**config.mk**
```make
export PLATFORM = sky130hd
export DESIGN_NAME = infix_to_prefix_converter
export DESIGN_NICKNAME = d
export VERILOG_FILES = /design/src/itp_pkg.sv /design/src/itp_ram.sv /design/src/itp_ctrl.sv /design/src/itp_dp.sv /design/src/infix_to_prefix_converter.sv
export SDC_FILE = /design/constraint.sdc
export NUM_CORES = 1
export LEC_CHECK = 0
export CAP_MARGIN = 20
export CORE_MARGIN = 2
export CORE_UTILIZATION = 30
export DETAILED_ROUTE_END_ITERATION = 8
export DONT_BUFFER_PORTS = 1
export GPL_ROUTABILITY_DRIVEN = 0
export GPL_TIMING_DRIVEN = 0
export RECOVER_POWER = 50
export REMOVE_ABC_BUFFERS = 1
export SKIP_LAST_GASP = 1
export SYNTH_ARGS = -nofsm -noshare
export SYNTH_HDL_FRONTEND = slang
export SYNTH_SLANG_ARGS = --single-unit
```
**constraint.sdc**
```tcl
create_clock -name clk -period 5.4 [get_ports clk]
set_clock_uncertainty 0.1 [all_clocks]
set_input_delay 0.81 -clock clk [delete_from_list [all_inputs] [get_ports clk]]
set_output_delay 0.81 -clock clk [all_outputs]
set_load 0.01 [all_outputs]
```
**src/itp_pkg.sv**
```systemverilog
// itp_pkg: character classes, operator stack codes, precedences and the
// command/status structs shared by the controller and the datapath.
// No dependencies.
package itp_pkg;

  typedef enum logic [2:0] {
    CLS_OTHER,
    CLS_LETTER,
    CLS_OPEN,
    CLS_CLOSE,
    CLS_OP
  } char_class_t;

  localparam logic [2:0] CODE_OPEN  = 3'd0;
  localparam logic [2:0] CODE_PLUS  = 3'd1;
  localparam logic [2:0] CODE_MINUS = 3'd2;
  localparam logic [2:0] CODE_MUL   = 3'd3;
  localparam logic [2:0] CODE_DIV   = 3'd4;
  localparam logic [2:0] CODE_CARET = 3'd5;

  localparam logic [1:0] PREC_CARET = 2'd3;

  // Class as seen by the right-to-left scan: parentheses swap roles.
  function automatic char_class_t classify(input logic [7:0] c);
    char_class_t r;
    if ((c >= "a" && c <= "z") || (c >= "A" && c <= "Z")) begin
      r = CLS_LETTER;
    end else begin
      case (c)
        "(":                          r = CLS_CLOSE;
        ")":                          r = CLS_OPEN;
        "+", "-", "*", "/", "^":      r = CLS_OP;
        default:                      r = CLS_OTHER;
      endcase
    end
    return r;
  endfunction

  function automatic logic [2:0] op_code(input logic [7:0] c);
    logic [2:0] r;
    case (c)
      "+":     r = CODE_PLUS;
      "-":     r = CODE_MINUS;
      "*":     r = CODE_MUL;
      "/":     r = CODE_DIV;
      "^":     r = CODE_CARET;
      default: r = CODE_OPEN;
    endcase
    return r;
  endfunction

  // '(' ranks below every operator; 0 stands in for its negative rank.
  function automatic logic [1:0] prec(input logic [2:0] k);
    logic [1:0] r;
    case (k)
      CODE_PLUS, CODE_MINUS: r = 2'd1;
      CODE_MUL, CODE_DIV:    r = 2'd2;
      CODE_CARET:            r = PREC_CARET;
      default:               r = 2'd0;
    endcase
    return r;
  endfunction

  function automatic logic [7:0] code_char(input logic [2:0] k);
    logic [7:0] r;
    case (k)
      CODE_OPEN:  r = "(";
      CODE_PLUS:  r = "+";
      CODE_MINUS: r = "-";
      CODE_MUL:   r = "*";
      CODE_DIV:   r = "/";
      CODE_CARET: r = "^";
      default:    r = 8'd0;
    endcase
    return r;
  endfunction

  typedef struct packed {
    logic load_char;
    logic scan_start;
    logic scan_read;
    logic load_cur;
    logic emit_cur;
    logic push;
    logic pop_emit;
    logic pop_drop;
    logic load_top;
    logic emit_start;
    logic emit_read;
    logic emit_put;
    logic emit_empty;
  } itp_cmd_t;

  typedef struct packed {
    char_class_t cls;
    logic [2:0]  cur_code;
    logic [2:0]  top_code;
    logic        depth_zero;
    logic        char_idx_zero;
    logic        res_count_zero;
    logic        res_idx_zero;
    logic        out_free;
  } itp_stat_t;

endpackage

```
**src/itp_ram.sv**
```systemverilog
// itp_ram: generic single-write, single-read RAM with registered read data.
// No dependencies.
module itp_ram #(
  parameter int WIDTH = 8,
  parameter int DEPTH = 64
) (
  input  logic                     clk,
  input  logic                     we,
  input  logic [$clog2(DEPTH)-1:0] waddr,
  input  logic [WIDTH-1:0]         wdata,
  input  logic                     re,
  input  logic [$clog2(DEPTH)-1:0] raddr,
  output logic [WIDTH-1:0]         rdata
);

  logic [WIDTH-1:0] mem [DEPTH];

  always_ff @(posedge clk) begin
    if (we) begin
      mem[waddr] <= wdata;
    end
    if (re) begin
      rdata <= mem[raddr];
    end
  end

endmodule

```
**src/itp_ctrl.sv**
```systemverilog
// itp_ctrl: sequencer for load, right-to-left scan, stack pops, drain and
// reversed emission. Depends on itp_pkg.
module itp_ctrl import itp_pkg::*; (
  input  logic      clk,
  input  logic      rst,
  input  logic      in_valid,
  input  logic      last,
  input  itp_stat_t stat,
  output logic      in_stall,
  output itp_cmd_t  cmd
);

  typedef enum logic [3:0] {
    S_LOAD,
    S_START,
    S_SCAN,
    S_FETCH,
    S_DECIDE,
    S_RELOAD,
    S_DRAIN,
    S_EMIT_RD,
    S_EMIT_PUT,
    S_EMPTY
  } state_t;

  state_t state, state_next;
  state_t ret, ret_next;
  logic   in_loop, in_loop_next;
  logic   caret_mode, caret_mode_next;

  logic [1:0] p, tp;

  assign p  = prec(stat.cur_code);
  assign tp = prec(stat.top_code);
  assign in_stall = (state != S_LOAD);

  always_comb begin
    cmd             = '0;
    state_next      = state;
    ret_next        = ret;
    in_loop_next    = in_loop;
    caret_mode_next = caret_mode;
    case (state)
      S_LOAD: begin
        if (in_valid) begin
          cmd.load_char = 1'b1;
          if (last) begin
            state_next = S_START;
          end
        end
      end
      S_START: begin
        cmd.scan_start = 1'b1;
        state_next     = S_SCAN;
      end
      S_SCAN: begin
        if (stat.char_idx_zero) begin
          state_next = S_DRAIN;
        end else begin
          cmd.scan_read = 1'b1;
          state_next    = S_FETCH;
        end
      end
      S_FETCH: begin
        cmd.load_cur = 1'b1;
        state_next   = S_DECIDE;
      end
      S_DECIDE: begin
        state_next = S_SCAN;
        case (stat.cls)
          CLS_LETTER: cmd.emit_cur = 1'b1;
          CLS_OPEN:   cmd.push = 1'b1;
          CLS_CLOSE: begin
            if (!stat.depth_zero && stat.top_code != CODE_OPEN) begin
              cmd.pop_emit = 1'b1;
              ret_next     = S_DECIDE;
              state_next   = S_RELOAD;
            end else if (!stat.depth_zero) begin
              // drop the matching open parenthesis
              cmd.pop_drop = 1'b1;
              ret_next     = S_SCAN;
              state_next   = S_RELOAD;
            end
          end
          CLS_OP: begin
            if (!in_loop) begin
              if (stat.depth_zero || p > tp || (p == tp && stat.cur_code != CODE_CARET)) begin
                cmd.push = 1'b1;
              end else begin
                in_loop_next    = 1'b1;
                caret_mode_next = (p == tp);
                cmd.pop_emit    = 1'b1;
                ret_next        = S_DECIDE;
                state_next      = S_RELOAD;
              end
            end else if (!stat.depth_zero && (caret_mode ? (tp == PREC_CARET) : (p < tp))) begin
              cmd.pop_emit = 1'b1;
              ret_next     = S_DECIDE;
              state_next   = S_RELOAD;
            end else begin
              cmd.push     = 1'b1;
              in_loop_next = 1'b0;
            end
          end
          default: ;
        endcase
      end
      S_RELOAD: begin
        cmd.load_top = 1'b1;
        state_next   = ret;
      end
      S_DRAIN: begin
        if (!stat.depth_zero) begin
          cmd.pop_emit = 1'b1;
          ret_next     = S_DRAIN;
          state_next   = S_RELOAD;
        end else if (stat.res_count_zero) begin
          state_next = S_EMPTY;
        end else begin
          cmd.emit_start = 1'b1;
          state_next     = S_EMIT_RD;
        end
      end
      S_EMIT_RD: begin
        cmd.emit_read = 1'b1;
        state_next    = S_EMIT_PUT;
      end
      S_EMIT_PUT: begin
        if (stat.out_free) begin
          cmd.emit_put = 1'b1;
          state_next   = stat.res_idx_zero ? S_LOAD : S_EMIT_RD;
        end
      end
      S_EMPTY: begin
        if (stat.out_free) begin
          cmd.emit_empty = 1'b1;
          state_next     = S_LOAD;
        end
      end
      default: state_next = S_LOAD;
    endcase
  end

  always_ff @(posedge clk) begin
    if (rst) begin
      state      <= S_LOAD;
      ret        <= S_SCAN;
      in_loop    <= 1'b0;
      caret_mode <= 1'b0;
    end else begin
      state      <= state_next;
      ret        <= ret_next;
      in_loop    <= in_loop_next;
      caret_mode <= caret_mode_next;
    end
  end

endmodule

```
**src/itp_dp.sv**
```systemverilog
// itp_dp: character, operator stack and result memories, counters, top and
// current-character registers, output register. Depends on itp_pkg, itp_ram.
module itp_dp import itp_pkg::*; #(
  parameter int MAX_LEN = 64
) (
  input  logic        clk,
  input  logic        rst,
  input  itp_cmd_t    cmd,
  input  logic [7:0]  ch,
  input  logic        out_stall,
  output itp_stat_t   stat,
  output logic        out_valid,
  output logic [7:0]  out_ch,
  output logic        out_last,
  output logic        empty_res,
  output logic        overflow
);

  localparam int CW = $clog2(MAX_LEN + 1);
  localparam int AW = $clog2(MAX_LEN);
  localparam logic [CW-1:0] LEN = CW'(MAX_LEN);
  localparam logic [CW-1:0] ONE = CW'(1);
  localparam logic [CW-1:0] TWO = CW'(2);

  logic [CW-1:0] char_count, char_idx, depth, res_count, res_idx;
  logic          dropped, ovf;
  logic [2:0]    top;
  logic [7:0]    cur;

  logic [CW-1:0] char_idx_m1, depth_m2, res_idx_m1;
  logic [7:0]    char_rdata, res_rdata;
  logic [2:0]    stack_rdata, push_code;
  logic          res_we;
  logic [7:0]    res_wdata;
  logic          out_free;

  assign char_idx_m1 = char_idx - ONE;
  assign depth_m2    = depth - TWO;
  assign res_idx_m1  = res_idx - ONE;
  assign push_code   = (stat.cls == CLS_OPEN) ? CODE_OPEN : op_code(cur);
  assign res_we      = (cmd.emit_cur || cmd.pop_emit) && (res_count < LEN);
  assign res_wdata   = cmd.emit_cur ? cur : code_char(top);
  assign out_free    = !out_valid || !out_stall;

  itp_ram #(.WIDTH(8), .DEPTH(MAX_LEN)) u_char_ram (
    .clk   (clk),
    .we    (cmd.load_char && (char_count < LEN)),
    .waddr (char_count[AW-1:0]),
    .wdata (ch),
    .re    (cmd.scan_read),
    .raddr (char_idx_m1[AW-1:0]),
    .rdata (char_rdata)
  );

  itp_ram #(.WIDTH(3), .DEPTH(MAX_LEN)) u_stack_ram (
    .clk   (clk),
    .we    (cmd.push && (depth < LEN)),
    .waddr (depth[AW-1:0]),
    .wdata (push_code),
    .re    ((cmd.pop_emit || cmd.pop_drop) && (depth > ONE)),
    .raddr (depth_m2[AW-1:0]),
    .rdata (stack_rdata)
  );

  itp_ram #(.WIDTH(8), .DEPTH(MAX_LEN)) u_res_ram (
    .clk   (clk),
    .we    (res_we),
    .waddr (res_count[AW-1:0]),
    .wdata (res_wdata),
    .re    (cmd.emit_read),
    .raddr (res_idx_m1[AW-1:0]),
    .rdata (res_rdata)
  );

  always_ff @(posedge clk) begin
    if (rst) begin
      char_count <= '0;
      char_idx   <= '0;
      depth      <= '0;
      res_count  <= '0;
      res_idx    <= '0;
      dropped    <= 1'b0;
      out_valid  <= 1'b0;
    end else begin
      if (cmd.load_char) begin
        if (char_count < LEN) begin
          char_count <= char_count + ONE;
        end else begin
          dropped <= 1'b1;
        end
      end
      if (cmd.scan_start) begin
        char_idx   <= char_count;
        char_count <= '0;
        dropped    <= 1'b0;
        depth      <= '0;
        res_count  <= '0;
      end
      if (cmd.scan_read) begin
        char_idx <= char_idx_m1;
      end
      if (cmd.push && (depth < LEN)) begin
        depth <= depth + ONE;
      end
      if ((cmd.pop_emit || cmd.pop_drop) && (depth != '0)) begin
        depth <= depth - ONE;
      end
      if (res_we) begin
        res_count <= res_count + ONE;
      end
      if (cmd.emit_start) begin
        res_idx <= res_count;
      end
      if (cmd.emit_read) begin
        res_idx <= res_idx_m1;
      end
      if (cmd.emit_put || cmd.emit_empty) begin
        out_valid <= 1'b1;
      end else if (!out_stall) begin
        out_valid <= 1'b0;
      end
    end
  end

  // Payload registers: no reset.
  always_ff @(posedge clk) begin
    if (cmd.scan_start) begin
      ovf <= dropped;
    end
    if (cmd.load_cur) begin
      cur <= char_rdata;
    end
    if (cmd.push) begin
      top <= push_code;
    end else if (cmd.load_top) begin
      top <= stack_rdata;
    end
    if (cmd.emit_put) begin
      out_ch    <= res_rdata;
      out_last  <= (res_idx == '0);
      empty_res <= 1'b0;
      overflow  <= ovf;
    end else if (cmd.emit_empty) begin
      out_ch    <= 8'd0;
      out_last  <= 1'b1;
      empty_res <= 1'b1;
      overflow  <= ovf;
    end
  end

  always_comb begin
    stat                = '0;
    stat.cls            = classify(cur);
    stat.cur_code       = op_code(cur);
    stat.top_code       = top;
    stat.depth_zero     = (depth == '0);
    stat.char_idx_zero  = (char_idx == '0);
    stat.res_count_zero = (res_count == '0);
    stat.res_idx_zero   = (res_idx == '0);
    stat.out_free       = out_free;
  end

  a_depth_bound: assert property (@(posedge clk) disable iff (rst)
    depth <= LEN)
    else $error("operator stack depth beyond buffer size");

  a_pop_nonempty: assert property (@(posedge clk) disable iff (rst)
    (cmd.pop_emit || cmd.pop_drop) |-> (depth != '0))
    else $error("pop issued on empty operator stack");

  a_result_room: assert property (@(posedge clk) disable iff (rst)
    (cmd.emit_cur || cmd.pop_emit) |-> (res_count < LEN))
    else $error("result written with result buffer full");

  a_put_free: assert property (@(posedge clk) disable iff (rst)
    (cmd.emit_put || cmd.emit_empty) |-> out_free)
    else $error("output register overwritten while stalled");

  a_put_sets_valid: assert property (@(posedge clk) disable iff (rst)
    (cmd.emit_put || cmd.emit_empty) |=> out_valid)
    else $error("output register loaded without valid");

endmodule

```
**src/infix_to_prefix_converter.sv**
```systemverilog
// infix_to_prefix_converter: top level, infix to prefix conversion of one
// expression at a time. Depends on itp_pkg, itp_ctrl, itp_dp, itp_ram.
//
//  channel  | handshake             | payload
//  ---------+-----------------------+---------------------------------------
//  input    | in_valid / in_stall   | ch[7:0], last
//  output   | out_valid / out_stall | out_ch[7:0], out_last, empty_res,
//           |                       | overflow
//
// Steps: each character is taken while in_valid is high; after the last one,
// a setup step, then a read, a fetch and a decide step per scanned character.
// Every pop, of an operator or of a parenthesis, is followed by a reload step
// (the operator stack RAM is reread to refresh the cached top); the scan and
// the drain each close with a step of their own, and each result character is
// emitted by a registered result RAM read, then an output register load.
// in_stall is high from the last character until the final result has been
// loaded into the output register; that result may still wait while the
// next expression starts loading.
// Reset (rst, synchronous) clears counters, controller state and out_valid;
// the buffers need no clearing since only entries below the counts are read.
// out_stall holds the output register and stops emission; nothing is lost.
module infix_to_prefix_converter import itp_pkg::*; #(
  parameter int MAX_LEN = 64
) (
  input  logic       clk,
  input  logic       rst,
  input  logic       in_valid,
  output logic       in_stall,
  input  logic [7:0] ch,
  input  logic       last,
  output logic       out_valid,
  input  logic       out_stall,
  output logic [7:0] out_ch,
  output logic       out_last,
  output logic       empty_res,
  output logic       overflow
);

  itp_cmd_t  cmd;
  itp_stat_t stat;

  // Sequencer: decides every step of load, scan, pop, drain and emit.
  itp_ctrl u_ctrl (
    .clk      (clk),
    .rst      (rst),
    .in_valid (in_valid),
    .last     (last),
    .stat     (stat),
    .in_stall (in_stall),
    .cmd      (cmd)
  );

  // Storage and counters; executes the commands, reports status.
  itp_dp #(.MAX_LEN(MAX_LEN)) u_dp (
    .clk       (clk),
    .rst       (rst),
    .cmd       (cmd),
    .ch        (ch),
    .out_stall (out_stall),
    .stat      (stat),
    .out_valid (out_valid),
    .out_ch    (out_ch),
    .out_last  (out_last),
    .empty_res (empty_res),
    .overflow  (overflow)
  );

endmodule
```
==> impl_metrics.ini, run 1 <==
[power]
power.internal_uw = 16200
p_sw_share_pct = 20.3
max-vdd-ir-drop_mv = 0.330
p_comb_share_pct = 2.9
p_seq_share_pct = 54.2
p_sw_uw = 4140
pwr_density_cell_nw_per_um2 = 344
leakage_uw = 0.0174
clkPwrFrac_pct = 42.8

[timing]
max_slew.worst_pin.slew_ps = 2590
period_share_pct = 91.7
slew_viol_final = 191
period_minus_slack_ps = 4950
timing.fmax_mhz = 202
setup_ws_ps = 449
relSlewSlack_pct = -74.6
hold_ws_ps = 51.6
rsz0062_at_grt = no
setup_violations = 0
finalHoldViolCount = 0

[routing]
dr_total_vias = 23900
via_per_inst = 4.78
drc = 0
ant_nets = 0
drtIter0Drc = 2271
wl_per_cell_um = 22.2
first_pass_iters = 5
drt-total-wl_um = 111000

[die]
rows = 152
core_um2 = 171000
fp.dieArea_um2 = 176000
start_util_pct = 30.2
fp.dieH_um = 419
die_w_um = 419
io_pins = 26

[synthesis]
ys_seq_elements = 1303
synthCells = 2469
yosys.area.top_type = edfxtp_1
syn_avg_cell_area_um2 = 20.9
synth_edf_count = 1257
ys_types = 70
ys_seq_area_share_pct = 74.8
ys_warn_count = 0
netlist.area_leader.share_pct = 73.0
async_flop_share_pct = 0
synth-main-ff-cell = edfxtp_1
synthTopCellsByArea = edfxtp_1 73%, mux4_2 17%, dfxtp_1 1.8%
synth_area_um2 = 51700

[cells_and_area]
drive_gt1_share_pct = 25.5
antenna_cells = 0
design_area_um2 = 59200
final_cell_mix = 1,257 x edfxtp_1, 396 x mux4_2, 203 x nor2_1
final_nets = 2620
area_growth_syn_to_layout_pct = 14.5
final_common_cell = edfxtp_1

[outcome]
run_status = complete, but fails checks
violations = capacitance limit, slew limit

[grt]
grt_pass1_wl_um = 166000
grt.overflow.total = 0
grtUsageTotal_pct = 12.7
grt_pass1_vias = 24800
antenna_found_initial = 2
grt_max_degree = 65

[worst_setup_path]
cp_slowest_cell = nor2_1
timing.setup.critical_path_class = reg -> reg
path_cells = nor4b_2 -> and2_1 -> nand2_1 -> o21ai_0 -> ha_1 -> nor2b_1 -> o311ai_0 -> o311a_2 -> a21oi_1 -> a21o_2 -> or4_4 -> nor2_1
cp-start-kind = flop
crit_arrival_ps = 5230
cp.required_ps = 5670
endpoint_kind = flop
critPathMaxStageDelay_ps = 740
crit_path_max_fanout = 8

[clock_network]
htree_levels = 4
cts_buffer_depth = 3
clock_sinks = 1303
clkSlewWorstSetupHoldPaths_ps = 60
cts_buffers = 135
clock_latency_ps = 770
cts_tree = built
cts-root-buf = clkbuf_16

[place]
dpl_cell_area_um2 = 55300
hpwlAfterDp_um = 68200
portBuffers = 0
post-place-ws_ps = -127

[min_path]
hold_path_class = in -> reg

[job]
maxCapViolations = 6
power groups by stage:
| stage | clock [uW] | sequential [uW] | combinational [uW] |
|---|---|---|---|
| finish | 8730 | 11000 | 593 |
| global route | 9340 | 11000 | 630 |
| CTS | 8920 | 11000 | 604 |
| detailed placement | 0 | 11300 | 600 |
| global placement | 0 | 11300 | 624 |
| floorplan | 0 | 11300 | 404 |
per-layer routing:
layer  up-vias  track usage (%)  routed length, um
li1      10500                -                  -
met1     12600             17.2              48200
met2       669             20.6              54300
met3       151             2.60               6330
met4         4             3.93               2280
met5         -                0                 27
Yosys cell counts, types with 4 or more instances:
cell type,instances
a21oi_1,25
xor2_1,8
a311oi_1,4
nand2_1,56
o21ai_0,23
mux4_2,396
edfxtp_1,1257
buf_6,7
buf_2,25
nor2_2,13
a31oi_1,5
nand4_1,7
nor3_1,20
ha_1,17
a211oi_1,20
or3b_2,4
and2_1,14
inv_1,22
xnor2_1,11
a21o_1,4
nor4_1,5
mux2i_1,5
or3_1,14
dfxtp_1,46
buf_1,29
nand3b_1,9
nor2b_1,18
o211ai_1,4
or2_2,4
nor2_1,229
clkbuf_1,74
mux2_2,5
a221oi_1,7
nand3_1,27
state kept, by name (all words and copies together) (netlist names), 2 cells and up:
signal                  count
u_ctrl.ret                  2
u_ctrl.state                4
u_dp.char_count             7
u_dp.char_idx               7
u_dp.cur                    8
u_dp.depth                  7
u_dp.out_ch                 8
u_dp.res_count              7
u_dp.res_idx                7
u_dp.top                    3
u_dp.u_char_ram.mem       512
u_dp.u_char_ram.rdata       8
u_dp.u_res_ram.mem        512
u_dp.u_res_ram.rdata        8
u_dp.u_stack_ram.mem      192
u_dp.u_stack_ram.rdata      3
through the flow:
step	setup TNS (ps)	utilization [%]	instances	power, uW
floorplan	-147550	-	2395	11700
global placement	-2192270	31.6	4705	11900
detailed placement	-10070	32.3	4752	11900
CTS	-14810	34.7	4992	20600
global route	0	34.6	5001	21000
finish	0	34.6	5001	20400
what timing repair did:
item | CTS | global route
hold endpoints to repair | 7 | 0
gates cloned | 0 | 0
hold buffers | 2 | 0
pin swaps | 0 | 3
resized for setup | 1 | 27
setup endpoints to repair | 128 | 256
buffers inserted | 0 | 7
worst paths after layout:
check | slack, ps | depth (start not counted) | start | endpoint
setup / recovery | 450 | 12 | u_dp.cur[4]$_DFFE_PP_ | u_dp.u_res_ram.mem[57][1]$_DFFE_PP_
hold / removal | 50 | 0 | ch[3] | u_dp.u_char_ram.mem[32][3]$_DFFE_PP_
hold reg to reg | 310 | 0 | u_dp.u_char_ram.rdata[7]$_DFFE_PP_ | u_dp.cur[7]$_DFFE_PP_
setup reg to reg | 450 | 12 | u_dp.cur[4]$_DFFE_PP_ | u_dp.u_res_ram.mem[57][1]$_DFFE_PP_
area by class of cell:
type / instances / area [um2]
Clock buffer: 178 / 3640
Clock inverter: 60 / 432
Fill cell: 15800 / 112000
Inverter: 22 / 82.6
Multi-Input combinational cell: 1070 / 12700
Sequential cell: 1303 / 38700
Tap cell: 2310 / 2890
Timing Repair Buffer: 58 / 787
worst max-delay path, delay by kind of cell (launching register included):
family	cells	cell delay, ps
adder cells (fa/ha/maj)	1	270
flip-flops	1	460
AO/OA/AOI/OAI	5	1410
AND/OR/NAND/NOR	6	2330
logic make-up after synthesis:
kind of cell	after synthesis	share of synthesized area, %
buffers and inverters	159	1.33
muxes	407	17.5
and+or+nand+nor	443	4.07
DFF	1303	74.8
xor gates and xnor gates	19	0.322
other	1	0.00725
adders and majority gates	17	0.411
AOI/OAI and AO/OA	120	1.61
Power figures use the tool's default switching activity.
==> run 2: changes to the inputs <==
Settings changed: CORE_UTILIZATION 30 to 63, PLACE_DENSITY set to 0.79.
==> run 2 against run 1 <==
  * The flow still finishes with violations (capacitance limit, slew limit)
  * Critical path depth unchanged
  * Count of clock-buffer cells in the layout down 12
  * Combinational power up 1%
  * Sequential power about the same
  * Non-clock buffer count down 11
  * Flip-flop and latch count unchanged
  * Critical path type unchanged
==> impl_metrics.ini, run 2 (same netlist as run 1, synthesis figures left out) <==
[outcome]
run_status = complete, but fails checks
violations = capacitance limit, slew limit

[cells_and_area]
final_common_cell = edfxtp_1
drive_gt1_share_pct = 24.7
final_nets = 2594
reg_top3 = u_dp.u_char_ram.mem (512), u_dp.u_res_ram.mem (512), u_dp.u_stack_ram.mem (192)
final_cell_mix = 1,257 x edfxtp_1, 396 x mux4_2, 211 x nor2_1
area_growth_syn_to_layout_pct = 10.9

[die]
core_um2 = 81700
io_pins = 26
die_w_um = 290
rows = 105
fp.dieArea_um2 = 84400
fp.dieH_um = 290
start_util_pct = 63.3

[worst_setup_path]
crit_family = simple AND/OR/NAND/NOR gates
cp-start-kind = flop
crit_buf_inv = 0
cp_slowest_cell = nor2_1
crit_arrival_ps = 5450
endpoint_kind = flop
timing.setup.critical_path_class = reg -> reg
crit_path_max_fanout = 9
critPathMaxStageDelay_ps = 810
cp.required_ps = 5650
path_cells = nor4b_2 -> and2_1 -> nand2_1 -> o21ai_0 -> ha_1 -> nor2b_1 -> o311ai_0 -> o311a_2 -> a21oi_1 -> a21oi_2 -> nand3_2 -> nor2_1

[clock_network]
cts_buffer_depth = 3
cts-root-buf = clkbuf_16
cts_tree = built
cts_buffers = 120
htree_levels = 3
clkSlewWorstSetupHoldPaths_ps = 60
clock_latency_ps = 720
clock_sinks = 1303
ctsHoldBuffers = 0

[grt]
grt_pass1_vias = 26200
grt.overflow.total = 0
grt_pass1_wl_um = 172000
grt_max_degree = 65
antenna_found_initial = 1
grtUsageTotal_pct = 27.8

[routing]
wl_per_cell_um = 30.8
wl_met3_um = 10300
drtIter0Drc = 3330
first_pass_iters = 8
drt-total-wl_um = 115000
via_per_inst = 6.89
drt-met1-wl_um = 43100
dr_total_vias = 25800
met2_length_um = 58500
topRoutingLayerUsed = met5
drc = 0
ant_nets = 0

[timing]
finalHoldViolCount = 0
timing.fmax_mhz = 192
setup_violations = 0
period_share_pct = 96.4
max_slew.worst_pin.slew_ps = 3340
period_minus_slack_ps = 5210
rsz0062_at_grt = no
slew_viol_final = 238
relSlewSlack_pct = -125
hold_ws_ps = 69.6

[place]
portBuffers = 0
hpwlAfterDp_um = 66900

[min_path]
hold_path_class = in -> reg

[power]
pwr_density_cell_nw_per_um2 = 347
max-vdd-ir-drop_mv = 0.323
fin_total_pwr_uw = 19900
leakage_uw = 0.0172

[job]
maxCapViolations = 7
[run 2: power breakdown]
group	internal [uW]	switching, uW
clock	4570	3710
combinational	276	326
sequential	11000	25.6
total	15900	4060
[run 2: area by class of cell]
| cell class | count | area (um2) |
|---|---|---|
| Timing Repair Buffer | 47 | 711 |
| Clock buffer | 166 | 3250 |
| Inverter | 22 | 82.6 |
| Clock inverter | 62 | 623 |
| Antenna cell | 1 | 2.50 |
| Tap cell | 1070 | 1340 |
| Multi-Input combinational cell | 1070 | 12700 |
| Fill cell | 4570 | 24400 |
| Sequential cell | 1303 | 38700 |
[run 2: path summary, 6_finish.rpt]
| path | start | end | slack (ps) | depth (start not counted) |
|---|---|---|---|---|
| worst max-delay path | u_dp.cur[4]$_DFFE_PP_ | u_dp.u_res_ram.mem[12][3]$_DFFE_PP_ | 190 | 12 |
| worst min-delay path | rst | u_dp.res_idx[2]$_SDFFE_PP0P_ | 70 | 1 |
| worst max register to register | u_dp.cur[4]$_DFFE_PP_ | u_dp.u_res_ram.mem[12][3]$_DFFE_PP_ | 190 | 12 |
| worst min register to register | u_dp.u_char_ram.rdata[4]$_DFFE_PP_ | u_dp.cur[4]$_DFFE_PP_ | 320 | 0 |
[run 2: worst register-to-register path, stage by stage (launching register included)]
cell      delay, ps
edfxtp_1        470
nor4b_2         410
and2_1          370
nand2_1         150
o21ai_0         200
ha_1            260
nor2b_1         160
o311ai_0        490
o311a_2         330
a21oi_1         200
a21oi_2         430
nand3_2         470
nor2_1          810
[run 2: per-layer routing]
metal / vias to the layer above / global-route usage (%)
met5: - / 0
met4: 2 / 8.30
met3: 249 / 4.44
met2: 1586 / 46.0
met1: 13600 / 39.2
li1: 10400 / -
[run 2: what timing repair did]
item                       in CTS  in global routing
hold endpoints to repair        0                  0
pin swaps                       0                  2
setup endpoints to repair      54                256
buffers inserted                0                  5
resized for setup               4                 16
[run 2: stage by stage]
stage / setup WS, ps / instance area [um2] / setup TNS [ps] / instances / util (%)
after floorplan: -5160 / 51300 / -147550 / 2395 / -
after global placement: -9330 / 52700 / -1651990 / 3465 / 64.5
after detailed placement: -25.8 / 53600 / -200 / 3502 / 65.6
after CTS: -76.7 / 57500 / -2650 / 3730 / 70.3
after global routing: 3.77 / 57400 / 0 / 3740 / 70.2
final: 194 / 57400 / 0 / 3741 / 70.2
